==> config.mk <==
export PLATFORM = sky130hd
export DESIGN_NAME = signed_duty_hbridge_drive_top
export DESIGN_NICKNAME = d
export VERILOG_FILES = /design/src/rtl/hbd_pkg.sv /design/src/rtl/hbd_scale.sv /design/src/rtl/hbd_update.sv /design/src/rtl/signed_duty_hbridge_drive_top.sv
export SDC_FILE = /design/constraint.sdc
export NUM_CORES = 1
export LEC_CHECK = 0
export BUFFER_PORTS_ARGS = -buffer_cell sky130_fd_sc_hd__buf_2
export CAP_MARGIN = 15
export CORE_MARGIN = 2
export CORE_UTILIZATION = 35
export DETAILED_ROUTE_END_ITERATION = 6
export GPL_TIMING_DRIVEN = 0
export HOLD_SLACK_MARGIN = 0.06
export PLACE_DENSITY = 0.54
export SYNTH_ARGS = -nofsm -noshare
export SYNTH_HDL_FRONTEND = slang
export SYNTH_SLANG_ARGS = --single-unit
==> constraint.sdc <==
create_clock -name clk -period 20.1 [get_ports clk]
set_input_delay 5.025 -clock clk [delete_from_list [all_inputs] [get_ports clk]]
set_output_delay 5.025 -clock clk [all_outputs]
set_load 0.02 [all_outputs]
==> src/rtl/hbd_pkg.sv <==
// Shared types, codes and constants for the signed-duty H-bridge drive.
package hbd_pkg;

  localparam int unsigned PERIOD_W    = 16;
  localparam int unsigned COMPARE_W   = PERIOD_W + 1;
  localparam int unsigned MAG_W       = 8;
  localparam int unsigned PRODUCT_W   = MAG_W + PERIOD_W;
  localparam int unsigned RECIP_W     = 16;
  localparam int unsigned RECIP_SHIFT = 23;
  localparam int unsigned CFG_INDEX_W = 2;

  localparam logic [1:0] CMD_DUTY = 2'd0;
  localparam logic [1:0] CMD_DIR  = 2'd1;
  localparam logic [1:0] CMD_RAW  = 2'd2;

  localparam logic [1:0] DIR_CW    = 2'd0;
  localparam logic [1:0] DIR_CCW   = 2'd1;
  localparam logic [1:0] DIR_BRAKE = 2'd2;
  localparam logic [1:0] DIR_FREE  = 2'd3;

  localparam logic [CFG_INDEX_W-1:0] CFG_PERIOD = 2'd0;
  localparam logic [CFG_INDEX_W-1:0] CFG_PWM    = 2'd1;

  localparam logic [PERIOD_W-1:0]  PERIOD_RESET = 16'd47999;
  localparam logic [COMPARE_W-1:0] ON_COUNT     = 17'd47999;
  localparam logic [MAG_W-1:0]     DUTY_FULL    = 8'd255;
  // 2^23 / 255 rounded up
  localparam logic [RECIP_W-1:0]   RECIP_255    = 16'h8081;

  typedef struct packed {
    logic [1:0]        command;
    logic signed [15:0] signed_duty;
    logic [1:0]        direction_request;
    logic [15:0]       raw_count;
  } in_beat_t;

  typedef struct packed {
    logic                 pin_a;
    logic                 pin_b;
    logic [1:0]           direction_now;
    logic [COMPARE_W-1:0] compare_count;
  } out_beat_t;

  typedef struct packed {
    logic [PERIOD_W-1:0] period;
    logic                pwm;
  } cfg_t;

  typedef struct packed {
    logic [1:0]           command;
    logic                 neg;
    logic [1:0]           direction_request;
    logic [15:0]          raw_count;
    logic [PRODUCT_W-1:0] product;
  } mid_t;

endpackage

==> src/rtl/hbd_scale.sv <==
// Duty magnitude, saturation and period product for one command beat.
module hbd_scale (
  input  hbd_pkg::in_beat_t        beat,
  input  logic [hbd_pkg::PERIOD_W-1:0] period,
  output hbd_pkg::mid_t            mid
);

  logic [16:0]                  abs_val;
  logic [hbd_pkg::MAG_W-1:0]    mag;

  always_comb begin
    if (beat.signed_duty[15]) begin
      abs_val = 17'h10000 - {1'b0, beat.signed_duty};
    end else begin
      abs_val = {1'b0, beat.signed_duty};
    end
    if (abs_val > {9'd0, hbd_pkg::DUTY_FULL}) begin
      mag = hbd_pkg::DUTY_FULL;
    end else begin
      mag = abs_val[hbd_pkg::MAG_W-1:0];
    end
    mid.command           = beat.command;
    mid.neg               = beat.signed_duty[15];
    mid.direction_request = beat.direction_request;
    mid.raw_count         = beat.raw_count;
    mid.product           = {{hbd_pkg::PERIOD_W{1'b0}}, mag}
                          * {{hbd_pkg::MAG_W{1'b0}}, period};
  end

endmodule

==> src/rtl/hbd_update.sv <==
// Divide by 255, mode rules, stored direction and compare, result register.
module hbd_update (
  input  logic               clk,
  input  logic               rst_n,
  input  hbd_pkg::cfg_t      cfg,
  input  logic               mid_valid,
  input  hbd_pkg::mid_t      mid,
  output logic               take,
  output logic               out_valid,
  input  logic               out_ready,
  output hbd_pkg::out_beat_t out_data
);

  localparam int unsigned EST_W = hbd_pkg::PRODUCT_W + hbd_pkg::RECIP_W;
  localparam int unsigned CW    = hbd_pkg::COMPARE_W;

  logic [1:0]         dir_r, dir_nxt;
  logic [CW-1:0]      cmp_r, cmp_nxt;
  logic               out_valid_r;
  hbd_pkg::out_beat_t out_r;

  logic [EST_W-1:0]   est;
  logic [CW-1:0]      q_est;
  logic [CW+7:0]      back;
  logic [CW-1:0]      quot;
  logic [CW-1:0]      count;
  logic               apply;
  logic               fire;

  assign take      = !out_valid_r || out_ready;
  assign fire      = mid_valid && take;
  assign out_valid = out_valid_r;
  assign out_data  = out_r;

  always_comb begin
    est   = {{hbd_pkg::RECIP_W{1'b0}}, mid.product}
          * {{hbd_pkg::PRODUCT_W{1'b0}}, hbd_pkg::RECIP_255};
    q_est = est[hbd_pkg::RECIP_SHIFT +: CW];
    back  = {q_est, 8'd0} - {8'd0, q_est};
    if (back > {1'b0, mid.product}) begin
      quot = q_est - CW'(1);
    end else begin
      quot = q_est;
    end
  end

  always_comb begin
    dir_nxt = dir_r;
    cmp_nxt = cmp_r;
    count   = {1'b0, mid.raw_count};
    apply   = 1'b0;
    case (mid.command)
      hbd_pkg::CMD_DUTY: begin
        dir_nxt = mid.neg ? hbd_pkg::DIR_CCW : hbd_pkg::DIR_CW;
        count   = quot;
        apply   = 1'b1;
      end
      hbd_pkg::CMD_DIR: begin
        dir_nxt = mid.direction_request;
      end
      hbd_pkg::CMD_RAW: begin
        apply   = 1'b1;
      end
      default: begin
      end
    endcase
    if (apply) begin
      if (cfg.pwm) begin
        if (count == {1'b0, cfg.period}) begin
          cmp_nxt = {1'b0, cfg.period} + CW'(1);
        end else begin
          cmp_nxt = count;
        end
      end else if (count != '0) begin
        cmp_nxt = hbd_pkg::ON_COUNT;
      end else begin
        cmp_nxt = '0;
        dir_nxt = hbd_pkg::DIR_FREE;
      end
    end
  end

  always_ff @(posedge clk) begin
    if (!rst_n) begin
      out_valid_r <= 1'b0;
      dir_r       <= hbd_pkg::DIR_FREE;
      cmp_r       <= '0;
    end else begin
      if (take) begin
        out_valid_r <= mid_valid;
      end
      if (fire) begin
        dir_r <= dir_nxt;
        cmp_r <= cmp_nxt;
      end
    end
  end

  always_ff @(posedge clk) begin
    if (fire) begin
      out_r.pin_a         <= (dir_nxt == hbd_pkg::DIR_CW) || (dir_nxt == hbd_pkg::DIR_BRAKE);
      out_r.pin_b         <= (dir_nxt == hbd_pkg::DIR_CCW) || (dir_nxt == hbd_pkg::DIR_BRAKE);
      out_r.direction_now <= dir_nxt;
      out_r.compare_count <= cmp_nxt;
    end
  end

endmodule

==> src/rtl/signed_duty_hbridge_drive_top.sv <==
// Signed-duty H-bridge drive top: input stage, product stage, result stage.
// A beat passes the input, product and result registers in that order.
// Throughput: one beat per cycle while out_ready is high; the product register
// splits the duty multiply from the reciprocal divide by 255, and stored state
// updates in the result stage. Reset (synchronous, rst_n low): pipeline empty,
// direction FREE, compare 0, period 47999, PWM mode.
module signed_duty_hbridge_drive_top (
  input  logic                            clk,
  input  logic                            rst_n,
  input  logic                            in_valid,
  output logic                            in_ready,
  input  hbd_pkg::in_beat_t               in_data,
  output logic                            out_valid,
  input  logic                            out_ready,
  output hbd_pkg::out_beat_t              out_data,
  input  logic                            cfg_we,
  input  logic [hbd_pkg::CFG_INDEX_W-1:0] cfg_index,
  input  logic [hbd_pkg::PERIOD_W-1:0]    cfg_wdata
);

  hbd_pkg::cfg_t     cfg_r;
  logic              valid_a_r;
  hbd_pkg::in_beat_t in_r;
  logic              valid_b_r;
  hbd_pkg::mid_t     mid_r, mid_nxt;
  logic              take;
  logic              a_go;

  assign a_go     = !valid_b_r || take;
  assign in_ready = !valid_a_r || a_go;

  always_ff @(posedge clk) begin
    if (!rst_n) begin
      cfg_r.period <= hbd_pkg::PERIOD_RESET;
      cfg_r.pwm    <= 1'b1;
    end else if (cfg_we) begin
      case (cfg_index)
        hbd_pkg::CFG_PERIOD: cfg_r.period <= cfg_wdata;
        hbd_pkg::CFG_PWM:    cfg_r.pwm    <= cfg_wdata[0];
        default: begin
        end
      endcase
    end
  end

  always_ff @(posedge clk) begin
    if (!rst_n) begin
      valid_a_r <= 1'b0;
      valid_b_r <= 1'b0;
    end else begin
      if (in_ready) begin
        valid_a_r <= in_valid;
      end
      if (a_go) begin
        valid_b_r <= valid_a_r;
      end
    end
  end

  always_ff @(posedge clk) begin
    if (in_ready && in_valid) begin
      in_r <= in_data;
    end
    if (a_go && valid_a_r) begin
      mid_r <= mid_nxt;
    end
  end

  hbd_scale u_scale (
    .beat   (in_r),
    .period (cfg_r.period),
    .mid    (mid_nxt)
  );

  hbd_update u_update (
    .clk       (clk),
    .rst_n     (rst_n),
    .cfg       (cfg_r),
    .mid_valid (valid_b_r),
    .mid       (mid_r),
    .take      (take),
    .out_valid (out_valid),
    .out_ready (out_ready),
    .out_data  (out_data)
  );

`ifndef NO_ASSERTIONS
  a_result_loads: assert property (@(posedge clk) disable iff (!rst_n)
    (valid_b_r && take) |=> out_valid)
    else $error("product stage beat did not reach result register");

  a_full_stall: assert property (@(posedge clk) disable iff (!rst_n)
    (out_valid && !out_ready && valid_a_r && valid_b_r) |-> !in_ready)
    else $error("input accepted into a full stalled pipeline");

  a_pins_match: assert property (@(posedge clk) disable iff (!rst_n)
    out_valid |-> ((out_data.pin_a && out_data.pin_b) ==
                   (out_data.direction_now == hbd_pkg::DIR_BRAKE)))
    else $error("bridge pins disagree with direction");

  a_free_pins: assert property (@(posedge clk) disable iff (!rst_n)
    (out_valid && out_data.direction_now == hbd_pkg::DIR_FREE)
      |-> (!out_data.pin_a && !out_data.pin_b))
    else $error("free direction drives a bridge pin");
`endif

endmodule
==> metrics.txt <==
# TYPE chip_impl_metric gauge
chip_impl_info{name="top_cells_by_area_synth",value="edfxtp_1 19%, ha_1 14%, fa_1 11%, nand2_1 4.9%, dfxtp_1 4.9%"} 1
chip_impl_info{name="predominant_post_synthesis_flop_cell",value="edfxtp_1"} 1
chip_impl_metric{name="grt_max_degree",unit=""} 28
chip_impl_metric{name="worst_clock_skew",unit="ns"} 0.0175
chip_impl_metric{name="synthCells",unit=""} 1803
chip_impl_metric{name="drt_pre_antenna_iters",unit=""} 5
chip_impl_metric{name="synth.net_count",unit=""} 2133
chip_impl_metric{name="critPathMaxFanout",unit=""} 10
chip_impl_metric{name="fin_crit_sh",unit=""} 0.643
chip_impl_info{name="worst_path_dominant_cell_family",value="compound AO/OA/AOI/OAI gates"} 1
chip_impl_metric{name="finalCriticalPeriod",unit="ns"} 12.92
chip_impl_metric{name="ctsLongestPathBuffers",unit=""} 2
chip_impl_metric{name="nFillCells",unit=""} 4611
chip_impl_info{name="criticalPathCategory",value="reg -> reg"} 1
chip_impl_metric{name="io_buffers",unit=""} 81
chip_impl_info{name="worstHoldPathType",value="reg -> reg"} 1
chip_impl_metric{name="die_h",unit="um"} 218
chip_impl_metric{name="timing.critical_path.slowest_cell_delay",unit="ns"} 0.98
chip_impl_metric{name="tns",unit="ns"} 0
chip_impl_metric{name="slew_limit_fails",unit=""} 0
chip_impl_metric{name="clk_pin_slew_worst_paths",unit="ns"} 0.07
chip_impl_metric{name="ys_ff_latch",unit=""} 141
chip_impl_metric{name="yosysTopAreaCellShare",unit=""} 0.191
chip_impl_metric{name="report.final.hold_viol_count",unit=""} 0
chip_impl_metric{name="synth_async_sr_flop_share",unit=""} 0
chip_impl_metric{name="antenna_cells_inserted",unit=""} 0
chip_impl_metric{name="whs",unit="ns"} 0.418
chip_impl_info{name="cell_seen_most_often_among_critical_path_stages",value="ha_1"} 1
chip_impl_metric{name="tritoncts_num_sinks",unit=""} 141
chip_impl_metric{name="chip_width",unit="um"} 218
chip_impl_metric{name="drt_drc_violations_left",unit=""} 0
chip_impl_info{name="cpMaxStageDelayCell",value="a311oi_2"} 1
chip_impl_metric{name="die_area",unit="um^2"} 47500
chip_impl_metric{name="yosysSeqAreaShare",unit=""} 0.240
chip_impl_metric{name="cts.repair_timing.setup_buffer_count",unit=""} 0
chip_impl_metric{name="synthesized_area_per_cell",unit="um^2"} 8.88
chip_impl_info{name="synth_common_cells",value="209 x nand2_1, 180 x ha_1, 166 x inv_1"} 1
chip_impl_metric{name="area.growth.synth_to_final",unit="%"} 11.7
chip_impl_metric{name="clock.fmax",unit="MHz"} 77.4
chip_impl_metric{name="cp_data_required_time",unit="ns"} 20.38
chip_impl_info{name="rsz_0062_raised_after_global_routing",value="false"} 1
chip_impl_info{name="clock_tree_from_tritoncts",value="yes"} 1
chip_impl_metric{name="gp_routability_congestion",unit=""} 0.940
chip_impl_metric{name="initialDrtViolationCount",unit=""} 1119
chip_impl_metric{name="num_rows",unit=""} 78
chip_impl_metric{name="drive_gt1_frac",unit=""} 0.106
chip_impl_info{name="run_status",value="finished, final reports clean"} 1
chip_impl_metric{name="cp.arrival",unit="ns"} 13.20
chip_impl_metric{name="grtUsageTotal",unit=""} 0.223
chip_impl_info{name="synth.most_common_cell",value="nand2_1"} 1
chip_impl_metric{name="worstRegToRegCells",unit=""} 41
chip_impl_metric{name="antenna_violations_before_repair",unit=""} 1
chip_impl_metric{name="synth.yosys.warnings",unit=""} 0
chip_impl_metric{name="worst_slew_margin_rel",unit=""} 0.249
chip_impl_metric{name="worst-slew-pin-transition",unit="ns"} 1.13
chip_impl_metric{name="setup_viol_count_final",unit=""} 0
chip_impl_metric{name="placement_stage_worst_setup_slack",unit="ns"} 7.44
chip_impl_metric{name="cp.buffers_inverters",unit=""} 6
chip_impl_metric{name="start_util",unit=""} 0.354
chip_impl_metric{name="worstSkewPairLatency",unit="ns"} 0.46
chip_impl_metric{name="overflow",unit=""} 0
chip_impl_metric{name="finalNetCount",unit=""} 2236
chip_impl_info{name="crit_path_end_kind",value="register"} 1
chip_impl_metric{name="cts.repair.resized",unit=""} 0
chip_impl_info{name="yosysTopAreaCell",value="edfxtp_1"} 1
chip_impl_metric{name="place.detailed.hpwl",unit="mm"} 42.5
chip_impl_metric{name="detail-route-antenna-nets",unit=""} 0
chip_impl_info{name="root_buffer",value="clkbuf_16"} 1
chip_impl_metric{name="grt_pass1_wl",unit="mm"} 80.9
chip_impl_metric{name="avgViaCountPerCell",unit=""} 5.61
chip_impl_metric{name="coreArea",unit="um^2"} 45300
chip_impl_metric{name="ios",unit=""} 82
chip_impl_metric{name="cts_buffers",unit=""} 17
chip_impl_metric{name="synth-edff-count",unit=""} 102
chip_impl_metric{name="wl_per_cell",unit="um"} 20.9
chip_impl_info{name="cp-start-kind",value="register"} 1
chip_impl_metric{name="post_synth_design_cell_area",unit="um^2"} 16000
chip_impl_metric{name="grt_pass1_vias",unit=""} 13800
chip_impl_metric{name="synth.lib_cells_used.distinct",unit=""} 111
chip_impl_metric{name="vias",unit=""} 14100
chip_impl_metric{name="setup_slack",unit="ns"} 7.18
chip_impl_metric{name="worst_hold_path.num_cells",unit=""} 0
chip_impl_metric{name="wl",unit="mm"} 52.8
chip_impl_metric{name="critical_path_cell_count",unit=""} 41
chip_impl_metric{name="max_cap_violations",unit=""} 0
chip_impl_metric{name="h-tree-depth",unit=""} 4
chip_impl_metric{name="ctsHoldBuffers",unit=""} 0
[metrics by stage]
| step | std cells | instance area, um^2 | util |
|---|---|---|---|
| after floorplan | 1803 | 16000 | - |
| after global routing | 2519 | 17900 | 0.395 |
| after detailed placement | 2487 | 17300 | 0.381 |
| final | 2519 | 17900 | 0.395 |
| after global placement | 2484 | 17200 | 0.379 |
| after CTS | 2519 | 17900 | 0.395 |
[layout by cell type (no fill, tap or decap), types with 21 or more instances in the layout]
| cell type | synthesis | routed |
|---|---|---|
| edfxtp_1 | 102 | 102 |
| a21oi_1 | 99 | 99 |
| and2_1 | 54 | 54 |
| or3_1 | 21 | 21 |
| xor2_1 | 31 | 31 |
| clkbuf_1 | 63 | 63 |
| fa_1 | 91 | 91 |
| inv_1 | 166 | 166 |
| nand3_1 | 56 | 56 |
| nand4_1 | 22 | 22 |
| xnor2_1 | 50 | 50 |
| nor3_1 | 45 | 45 |
| nor2_1 | 99 | 99 |
| o211ai_1 | 25 | 25 |
| dfxtp_1 | 39 | 39 |
| o21ai_0 | 76 | 76 |
| ha_1 | 180 | 180 |
| nand2_1 | 209 | 209 |
| a21o_1 | 24 | 24 |
| buf_2 | 17 | 98 |
[per-layer routing]
layer  GRT usage  part of all wire  vias up
met5           0                 0        -
met4      0.0649             0.021        0
met3      0.0187             0.050       69
met2       0.351              0.45      453
met1       0.326              0.48     6957
li1            -                 -     6661
[worst paths after layout]
kind	slack, ns	start	to
setup reg to reg	7.18	mid_r[16]	u_update.out_data[2]
hold reg to reg	0.42	in_r[3]	mid_r[27]
setup / recovery	7.18	mid_r[16]	u_update.out_data[2]
hold / removal	0.42	in_r[3]	mid_r[27]
[registers in the layout (all words and copies together) (netlist names)]
signal	flops
mid_r	45
in_r	36
u_update.out_data	21
cfg_r	17
u_update.cmp_r	17
u_update.dir_r	2
u_update.out_valid	1
valid_a_r	1
valid_b_r	1
[worst register-to-register path: cells and delay by family, from the launching register on]
family | cells | cell delay [ns]
AO/OA/AOI/OAI | 20 | 5.67
adder cells (fa/ha/maj) | 7 | 2.34
AND/OR/NAND/NOR | 6 | 1.96
buffers and inverters | 6 | 1.20
multiplexers | 1 | 0.87
flip-flops | 1 | 0.55
XOR/XNOR | 1 | 0.17
[cell families (layout without fill, tap and decap cells)]
family / Yosys count / in the layout / share of synthesized area
simple gates: 617 / 617 / 0.195
compound gates: 407 / 407 / 0.182
mux: 23 / 23 / 0.0146
xor+xnor: 86 / 86 / 0.0512
flops: 141 / 141 / 0.240
fa+ha+maj: 271 / 271 / 0.254
buf+inv: 258 / 374 / 0.0632
[cell type report]
class                           instances  area [um^2]  area share
Multi-Input combinational cell       1404        11200       0.626
Sequential cell                       141         3840       0.215
Tap cell                              600          751      0.0420
Inverter                              171          646      0.0361
Timing Repair Buffer                   84          473      0.0264
Clock buffer                           17          425      0.0238
Buffer                                 87          367      0.0205
Clock inverter                         15          188      0.0105
Power is not shown: default switching activity piles up to over one toggle a cycle in this logic, so the estimate is an artifact.
